<file path="config.mk">
export PLATFORM = sky130hd
export DESIGN_NAME = multi_led_blink_controller_top
export DESIGN_NICKNAME = d
export VERILOG_FILES = /design/src/design/mlbc_pkg.sv /design/src/design/multi_led_blink_controller_top.sv
export SDC_FILE = /design/constraint.sdc
export NUM_CORES = 2
export LEC_CHECK = 0
export ABC_CLOCK_PERIOD_IN_PS = 7800
export BUFFER_PORTS_ARGS = -buffer_cell sky130_fd_sc_hd__clkbuf_2
export CAP_MARGIN = 30
export CELL_PAD_IN_SITES_DETAIL_PLACEMENT = 1
export CELL_PAD_IN_SITES_GLOBAL_PLACEMENT = 2
export CORE_MARGIN = 5
export CORE_UTILIZATION = 39
export CTS_BUF_LIST = sky130_fd_sc_hd__clkbuf_2 sky130_fd_sc_hd__clkbuf_4 sky130_fd_sc_hd__clkbuf_8
export DETAILED_ROUTE_END_ITERATION = 10
export GPL_TIMING_DRIVEN = 0
export PLACE_DENSITY_LB_ADDON = 0.3
export SYNTH_ARGS = -nofsm -noshare
export SYNTH_HDL_FRONTEND = slang
export SYNTH_SLANG_ARGS = --single-unit
</file>
<file path="constraint.sdc">
create_clock -name clk_i -period 7.8 [get_ports clk_i]
set_input_delay 1.56 -clock clk_i [delete_from_list [all_inputs] [get_ports clk_i]]
set_output_delay 1.56 -clock clk_i [all_outputs]
set_load 0.03 [all_outputs]
</file>
<file path="src/design/mlbc_pkg.sv">
`timescale 1ns / 1ps

package mlbc_pkg;

  // number of LEDs in the table (1 to 64)
  localparam int unsigned LED_COUNT = 8;
  localparam int unsigned LED_IDX_W = (LED_COUNT > 1) ? $clog2(LED_COUNT) : 1;
  // level vector padded so that the low eight bits always exist
  localparam int unsigned LVL_EXT_W = (LED_COUNT > 8) ? LED_COUNT : 8;

  localparam logic [7:0] ALL_LEDS = 8'hFF;

  // command codes
  localparam logic [2:0] OP_BLINK_START = 3'd0;
  localparam logic [2:0] OP_BLINK_STOP  = 3'd1;
  localparam logic [2:0] OP_ON          = 3'd2;
  localparam logic [2:0] OP_OFF         = 3'd3;
  localparam logic [2:0] OP_TOGGLE      = 3'd4;
  localparam logic [2:0] OP_POLL        = 3'd5;

  // input word
  typedef struct packed {
    logic [2:0]  operation;
    logic [7:0]  led_index;
    logic [31:0] on_time;
    logic [31:0] off_time;
    logic [31:0] systick;
  } cmd_t;

  // result word
  typedef struct packed {
    logic [7:0] led_levels;
    logic       index_valid;
  } res_t;

endpackage

</file>
<file path="src/design/multi_led_blink_controller_top.sv">
`timescale 1ns / 1ps

// Multi-LED blink controller.
// A command word on cmd_i is taken at a rising edge where start is high and
// busy is low. Each command yields one result word on result_o, marked by a
// one-cycle done_o strobe; the receiver always takes it.
// One per-LED datapath (tick difference, saturating elapsed add, phase
// compare) is stepped by a small sequencer through DIFF, ACCUM and DECIDE
// for each LED polled. A bad index or unknown operation is answered from
// idle and busy never rises; start, stop, on, off and toggle pass through
// EXEC, and a poll of all LEDs steps through every entry in order.
// busy drops in the cycle the result is shown, so the next command may be
// taken while done_o is high.
// Reset clears every LED entry (durations, ticks, elapsed, first-poll flag)
// and turns every LED off; no result is pending after reset.
module multi_led_blink_controller_top (
  input  logic                clk_i,
  input  logic                rst_ni,
  input  logic                start,
  output logic                busy,
  input  mlbc_pkg::cmd_t      cmd_i,
  output logic                done_o,
  output mlbc_pkg::res_t      result_o
);

  localparam int unsigned LC  = mlbc_pkg::LED_COUNT;
  localparam int unsigned IW  = mlbc_pkg::LED_IDX_W;
  localparam int unsigned LEW = mlbc_pkg::LVL_EXT_W;

  localparam logic [2:0] S_IDLE   = 3'd0;
  localparam logic [2:0] S_EXEC   = 3'd1;
  localparam logic [2:0] S_DIFF   = 3'd2;
  localparam logic [2:0] S_ACCUM  = 3'd3;
  localparam logic [2:0] S_DECIDE = 3'd4;

  localparam logic [IW-1:0] LAST_LED = IW'(LC - 1);

  // per-LED table
  logic [31:0]   on_ticks_q  [LC];
  logic [31:0]   off_ticks_q [LC];
  logic [31:0]   last_tick_q [LC];
  logic [31:0]   elapsed_q   [LC];
  logic [LC-1:0] first_poll_q;
  logic [LC-1:0] level_q;

  // sequencer and datapath registers
  logic [2:0]           state_q, state_d;
  logic [IW-1:0]        led_q, led_d;
  logic                 all_q, all_d;
  mlbc_pkg::cmd_t       cmd_q;
  logic [31:0]          diff_q, diff_d;
  logic                 back_q, back_d;
  logic [31:0]          sum_q, sum_d;
  logic                 done_q, done_d;
  mlbc_pkg::res_t       res_q, res_d;

  // table write port
  logic                 wr_en;
  logic [31:0]          wr_on, wr_off, wr_last, wr_elapsed;
  logic                 wr_first, wr_level;
  logic [LC-1:0]        level_d;
  logic [LEW-1:0]       level_ext;

  logic                 accept;
  logic                 idx_in_range;
  logic                 is_poll_all;
  logic                 cur_level;
  logic                 cur_stop_off;
  logic [31:0]          threshold;
  logic [31:0]          dur_next;
  logic                 flip;
  logic [32:0]          sum_full;
  logic                 finish;
  logic                 finish_ok;

  assign accept       = start && !busy;
  assign idx_in_range = {1'b0, cmd_i.led_index} < 9'(LC);
  assign is_poll_all  = (cmd_i.operation == mlbc_pkg::OP_POLL) &&
                        (cmd_i.led_index == mlbc_pkg::ALL_LEDS);

  // current entry fields
  assign cur_level    = level_q[led_q];
  assign cur_stop_off = (on_ticks_q[led_q] != 32'd0) && (off_ticks_q[led_q] != 32'd0);
  assign threshold    = cur_level ? on_ticks_q[led_q] : off_ticks_q[led_q];
  assign dur_next     = cur_level ? off_ticks_q[led_q] : on_ticks_q[led_q];
  assign flip         = (dur_next != 32'd0) && (first_poll_q[led_q] || (sum_q > threshold));

  // shared per-LED datapath
  assign sum_full = {1'b0, elapsed_q[led_q]} + {1'b0, diff_q};

  always_comb begin
    back_d = back_q;
    diff_d = diff_q;
    sum_d  = sum_q;
    if (state_q == S_DIFF) begin
      back_d = cmd_q.systick < last_tick_q[led_q];
      diff_d = cmd_q.systick - last_tick_q[led_q];
    end
    if (state_q == S_ACCUM) begin
      sum_d = sum_full[32] ? 32'hFFFF_FFFF : sum_full[31:0];
    end
  end

  // sequencer and write port control
  always_comb begin
    state_d    = state_q;
    led_d      = led_q;
    all_d      = all_q;
    finish     = 1'b0;
    finish_ok  = 1'b1;
    wr_en      = 1'b0;
    wr_on      = on_ticks_q[led_q];
    wr_off     = off_ticks_q[led_q];
    wr_last    = last_tick_q[led_q];
    wr_elapsed = elapsed_q[led_q];
    wr_first   = first_poll_q[led_q];
    wr_level   = cur_level;
    unique case (state_q)
      S_IDLE: begin
        if (accept) begin
          led_d = is_poll_all ? '0 : cmd_i.led_index[IW-1:0];
          all_d = is_poll_all;
          if (is_poll_all) begin
            state_d = S_DIFF;
          end else if (cmd_i.operation > mlbc_pkg::OP_POLL || !idx_in_range) begin
            finish    = 1'b1;
            finish_ok = 1'b0;
          end else if (cmd_i.operation == mlbc_pkg::OP_POLL) begin
            state_d = S_DIFF;
          end else begin
            state_d = S_EXEC;
          end
        end
      end
      S_EXEC: begin
        wr_en      = 1'b1;
        wr_elapsed = 32'd0;
        if (cmd_q.operation == mlbc_pkg::OP_BLINK_START) begin
          wr_on    = cmd_q.on_time;
          wr_off   = cmd_q.off_time;
          wr_last  = cmd_q.systick;
          wr_first = 1'b1;
        end else begin
          // stop blinking first, then force the level
          wr_on    = 32'd0;
          wr_off   = 32'd0;
          wr_last  = 32'd0;
          wr_first = 1'b0;
          wr_level = cur_level && !cur_stop_off;
          unique case (cmd_q.operation)
            mlbc_pkg::OP_ON:     wr_level = 1'b1;
            mlbc_pkg::OP_OFF:    wr_level = 1'b0;
            mlbc_pkg::OP_TOGGLE: wr_level = !(cur_level && !cur_stop_off);
            default:             wr_level = cur_level && !cur_stop_off;
          endcase
        end
        state_d = S_IDLE;
        finish  = 1'b1;
      end
      S_DIFF: begin
        state_d = S_ACCUM;
      end
      S_ACCUM: begin
        state_d = S_DECIDE;
      end
      S_DECIDE: begin
        wr_en   = 1'b1;
        wr_last = cmd_q.systick;
        if (back_q) begin
          // tick ran backwards: restart timing only
          wr_elapsed = 32'd0;
        end else begin
          wr_first   = 1'b0;
          wr_level   = cur_level ^ flip;
          wr_elapsed = flip ? 32'd0 : sum_q;
        end
        if (all_q && (led_q != LAST_LED)) begin
          led_d   = led_q + IW'(1);
          state_d = S_DIFF;
        end else begin
          state_d = S_IDLE;
          finish  = 1'b1;
        end
      end
      default: begin
        state_d = S_IDLE;
      end
    endcase
  end

  // level vector after this cycle's write
  always_comb begin
    level_d = level_q;
    if (wr_en) begin
      level_d[led_q] = wr_level;
    end
  end

  assign level_ext = LEW'(level_d);

  always_comb begin
    done_d = finish;
    res_d  = res_q;
    if (finish) begin
      res_d.led_levels  = level_ext[7:0];
      res_d.index_valid = finish_ok;
    end
  end

  // control registers
  always_ff @(posedge clk_i or negedge rst_ni) begin
    if (!rst_ni) begin
      state_q <= S_IDLE;
      led_q   <= '0;
      all_q   <= 1'b0;
      done_q  <= 1'b0;
    end else begin
      state_q <= state_d;
      led_q   <= led_d;
      all_q   <= all_d;
      done_q  <= done_d;
    end
  end

  // payload registers
  always_ff @(posedge clk_i) begin
    if (accept) begin
      cmd_q <= cmd_i;
    end
    diff_q <= diff_d;
    back_q <= back_d;
    sum_q  <= sum_d;
    res_q  <= res_d;
  end

  // LED table
  always_ff @(posedge clk_i or negedge rst_ni) begin
    if (!rst_ni) begin
      for (int i = 0; i < LC; i++) begin
        on_ticks_q[i]  <= 32'd0;
        off_ticks_q[i] <= 32'd0;
        last_tick_q[i] <= 32'd0;
        elapsed_q[i]   <= 32'd0;
      end
      first_poll_q <= '0;
      level_q      <= '0;
    end else begin
      if (wr_en) begin
        on_ticks_q[led_q]   <= wr_on;
        off_ticks_q[led_q]  <= wr_off;
        last_tick_q[led_q]  <= wr_last;
        elapsed_q[led_q]    <= wr_elapsed;
        first_poll_q[led_q] <= wr_first;
      end
      level_q <= level_d;
    end
  end

  assign busy     = (state_q != S_IDLE);
  assign done_o   = done_q;
  assign result_o = res_q;

  // a result is never shown while a command is still being worked
  a_done_idle : assert property (@(posedge clk_i) disable iff (!rst_ni)
    done_o |-> !busy)
    else $error("result strobe while busy");

  // a result only follows an accepted command or finished work
  a_done_cause : assert property (@(posedge clk_i) disable iff (!rst_ni)
    $rose(done_o) |-> $past(accept) || $past(busy))
    else $error("result strobe without a command");

  // poll of all LEDs walks the table in order
  a_walk_order : assert property (@(posedge clk_i) disable iff (!rst_ni)
    (state_q == S_DECIDE && all_q && led_q != LAST_LED) |=>
      (state_q == S_DIFF && led_q == $past(led_q) + IW'(1)))
    else $error("poll walk out of order");

  // an out of range single command reports invalid
  a_bad_index : assert property (@(posedge clk_i) disable iff (!rst_ni)
    (accept && !is_poll_all && !idx_in_range) |=> (done_o && !result_o.index_valid))
    else $error("bad index not reported");

endmodule
</file>
==> impl_metrics.json <==
{
  "path_cells": "buf_6 -> buf_2 -> buf_2 -> buf_4 -> buf_4 -> buf_2 -> buf_2 -> mux4_2 -> mux2i_1 -> mux2_2 -> ha_1 -> nand2_1 -> nor4_1 -> o21ai_0 -> o211ai_1 -> a21oi_1 -> o21ai_0 -> nand2_1 -> o21ai_2 -> clkbuf_2 -> o31ai_1",
  "ys_top_cells_by_area": "dfrtp_1 (46%), edfxtp_1 (9.0%), nand2_1 (7.7%)",
  "reg2regPathDepth": 21,
  "finish.utilization_pct": 45.8,
  "antenna_found_initial": 28,
  "max_stage_delay_ns": 0.82,
  "grt_overflow_total": 0,
  "worst_pin_slew_ns": 1.20,
  "path_buf_inv": 8,
  "drive_above_1_share_pct": 18.7,
  "slew_violations": 0,
  "syn_avg_cell_area_sq_um": 10.6,
  "share_comb_of_total_power_pct": 13.6,
  "grt_pass1_vias": 49900,
  "grt_first_pass_wirelength_um": 385000,
  "die_h_um": 394,
  "hold_end": "off_ticks_q[63]$_DFFE_PN0P_",
  "crit_family": "buffers and inverters",
  "grtUsageTotal_pct": 34.6,
  "r2r-end": "elapsed_q[172]$_DFFE_PN0P_",
  "peakVddDrop_v": 0.000131,
  "swShare_pct": 29.6,
  "rr_startpoint": "led_q[1]$_DFFE_PN0P_",
  "syn_to_final_growth_pct": 16.5,
  "ys_ff_latch": 1221,
  "seq_area_frac_synth_pct": 54.7,
  "vias": 49700,
  "p_leak_uw": 0.0286,
  "postRouteAntennaNets": 0,
  "worst_slack_ns": 0.000232,
  "met1_length_um": 111000,
  "placed_area_sq_mm": 0.0621,
  "fin_total_pwr_uw": 15500,
  "crit_path_frequent_cell": "buf_2",
  "num_rows": 140,
  "min_from": "off_ticks_q[63]$_DFFE_PN0P_",
  "wl_met2_um": 117000,
  "cts_made_buffers": 216,
  "power.internal_uw": 10900,
  "topRoutingLayerUsed": "met5",
  "clock_latency_ns": 0.99,
  "synth_top_area_share_pct": 45.7,
  "cts.sinks": 1221,
  "initial_utilization_pct": 39.3,
  "setup_violations": 0,
  "async_reset_ff_share_pct": 85.8,
  "min_path_type": "register to register",
  "dp_hpwl_um": 198000,
  "gp_congestion": 0.965,
  "max_freq_mhz": 128,
  "path_class": "register to register",
  "drt_wl_total_um": 273000,
  "cts.path.max_buffers": 3,
  "crit_path_end_kind": "register",
  "cts.clk_slew.worst_paths_ns": 0.06,
  "post_drt_wl_per_cell_um": 34.3,
  "cp_slowest_cell": "mux2i_1",
  "hold_depth": 2,
  "drt-initial-drc-count": 4957,
  "dieArea_sq_mm": 0.155,
  "synth_largest_area_cell": "dfrtp_1",
  "seq_power_share_pct": 44.5,
  "htreeDepth": 4,
  "drcViolationCount": 0,
  "synth.most_common_cell": "nand2_1",
  "yosysUniqueCellTypes": 82,
  "root_buffer": "clkbuf_8",
  "yosys-top-cells-count": "nand2_1 (1176), dfrtp_1 (1048), o21ai_0 (848), clkbuf_1 (309), o31ai_2 (240)",
  "io_buffers": 120,
  "drt_first_pass_iters": 8,
  "cts_tree": "done",
  "io_pins": 121,
  "reg2reg_slack_ns": 0.0002,
  "syn_inst": 5422,
  "period_share_pct": 100,
  "worstSetupStartpointType": "register",
  "synth_flop_cell": "dfrtp_1",
  "syn_nets": 5632,
  "dieWidth_um": 394,
  "status": "finished clean",
  "rsz0062_at_grt": "false",
  "max_slew_margin_pct": 19.7,
  "tns_ns": 0,
  "switching_power_uw": 4600,
  "wl_met3_um": 25700,
  "core_area_sq_mm": 0.146,
  "skew_ns": 0.0416,
  "pwr-share-clk_pct": 42.0,
  "synth_edf_count": 173,
  "dpl_worst_slack_ns": -2.38,
  "netlist_area_sq_mm": 0.0574,
  "cap_violations": 0,
  "grt_max_degree": 112,
  "yosysWarnings": 0,
  "power.density_mw_per_mm2": 232,
  "finish.instance_area_sq_mm": 0.0669,
  "fillers": 16200,
  "arrival_ns": 8.61,
  "ctsHoldBuffers": 0,
  "fin_nets": 6062,
  "final_hold_viol_count": 0,
  "crit_path_max_fanout": 10,
  "vias_per_cell": 6.24,
  "min_period_ns": 7.80,
  "cp.required_ns": 8.61
}
[logic make-up after synthesis]
kind of cell,after synthesis,synth area share (%)
simple gates,1582,11.4
flops,1221,54.7
compound gates,1731,20.8
xor+xnor,50,0.762
buf+inv,486,3.70
mux,252,6.41
fa+ha+maj,100,2.20
[worst max path at each step]
stage / startpoint / endpoint / cells past startpoint
2_1_floorplan: led_q[2]$_DFFE_PN0P_ / sum_q[0]$_SDFFCE_PP1P_ / 25
3_3_place_gp: rst_ni / last_tick_q[244]$_DFFE_PN0P_ / 1
3_5_place_dp: led_q[2]$_DFFE_PN0P_ / sum_q[3]$_SDFFCE_PP1P_ / 25
4_1_cts: led_q[0]$_DFFE_PN0P_ / back_q$_DFFE_PN_ / 23
5_1_grt: led_q[1]$_DFFE_PN0P_ / elapsed_q[175]$_DFFE_PN0P_ / 21
6_report: led_q[1]$_DFFE_PN0P_ / elapsed_q[172]$_DFFE_PN0P_ / 21
[layer usage]
metal	vias to the layer above	GRT usage, %
met2	2639	50.6
met3	713	8.24
met4	14	20.8
met5	-	0
met1	25900	46.7
li1	20500	-
[stage by stage]
step	cells	hold WS, ns
2_1_floorplan	5422	0.442
3_5_place_dp	7554	0.465
3_3_place_gp	7459	0.454
5_1_grt	7960	0.495
4_1_cts	7959	0.477
6_report	7969	0.476
[sequential cells by signal, indices dropped and copies added, names as in the netlist]
name,flops
result_o,9
led_q,3
level_q,8
first_poll_q,8
last_tick_q,256
state_q,3
on_ticks_q,256
back_q,1
sum_q,32
done_o,1
all_q,1
off_ticks_q,256
diff_q,32
cmd_q,99
elapsed_q,256
[cell usage in the layout (no fill, tap or decap), drive strengths merged, types with 66 or more instances in the layout]
cell type	n
ha	98
mux4	86
a21oi	142
mux2i	100
nor2	157
nand2	1176
edfxtp	173
a22oi	161
o21ai	853
buf	194
dfrtp	1048
mux2	66
o31ai	264
inv	85
clkbuf	785
[worst min-delay path, delay by kind of cell, from the launching register on]
kind / cells / cell delay (ns)
AND/OR/NAND/NOR: 1 / 0.04
flip-flops: 1 / 0.33
AO/OA/AOI/OAI: 1 / 0.06
[area by class of cell]
class	instances	area, sq um	area share, %
buffer	401	1880	2.81
sequential	1221	31400	46.9
timing repair buffer	219	2250	3.36
clock inverter	46	325	0.486
clock buffer	360	4360	6.52
antenna	12	30.0	0.0449
multi-input combinational	3715	24000	35.8
inverter	78	298	0.445
tap	1917	2400	3.58
[power groups by stage]
stage,Sequential [uW],Combinational [uW],Clock [uW]
floorplan,6930,980,0
global placement,7020,1900,0
detailed placement,7010,2050,0
CTS,6890,2060,6560
global route,6910,2190,6850
finish,6900,2110,6510
[repair_timing]
item | in CTS | in global routing
endpoints found under the setup margin | 326 | 283
gates cloned | 0 | 0
setup buffers | 1 | 0
pin swaps | 1 | 0
hold endpoints to repair | 0 | 0
gates resized for setup | 32 | 12
(Power assumes the default switching activity.)
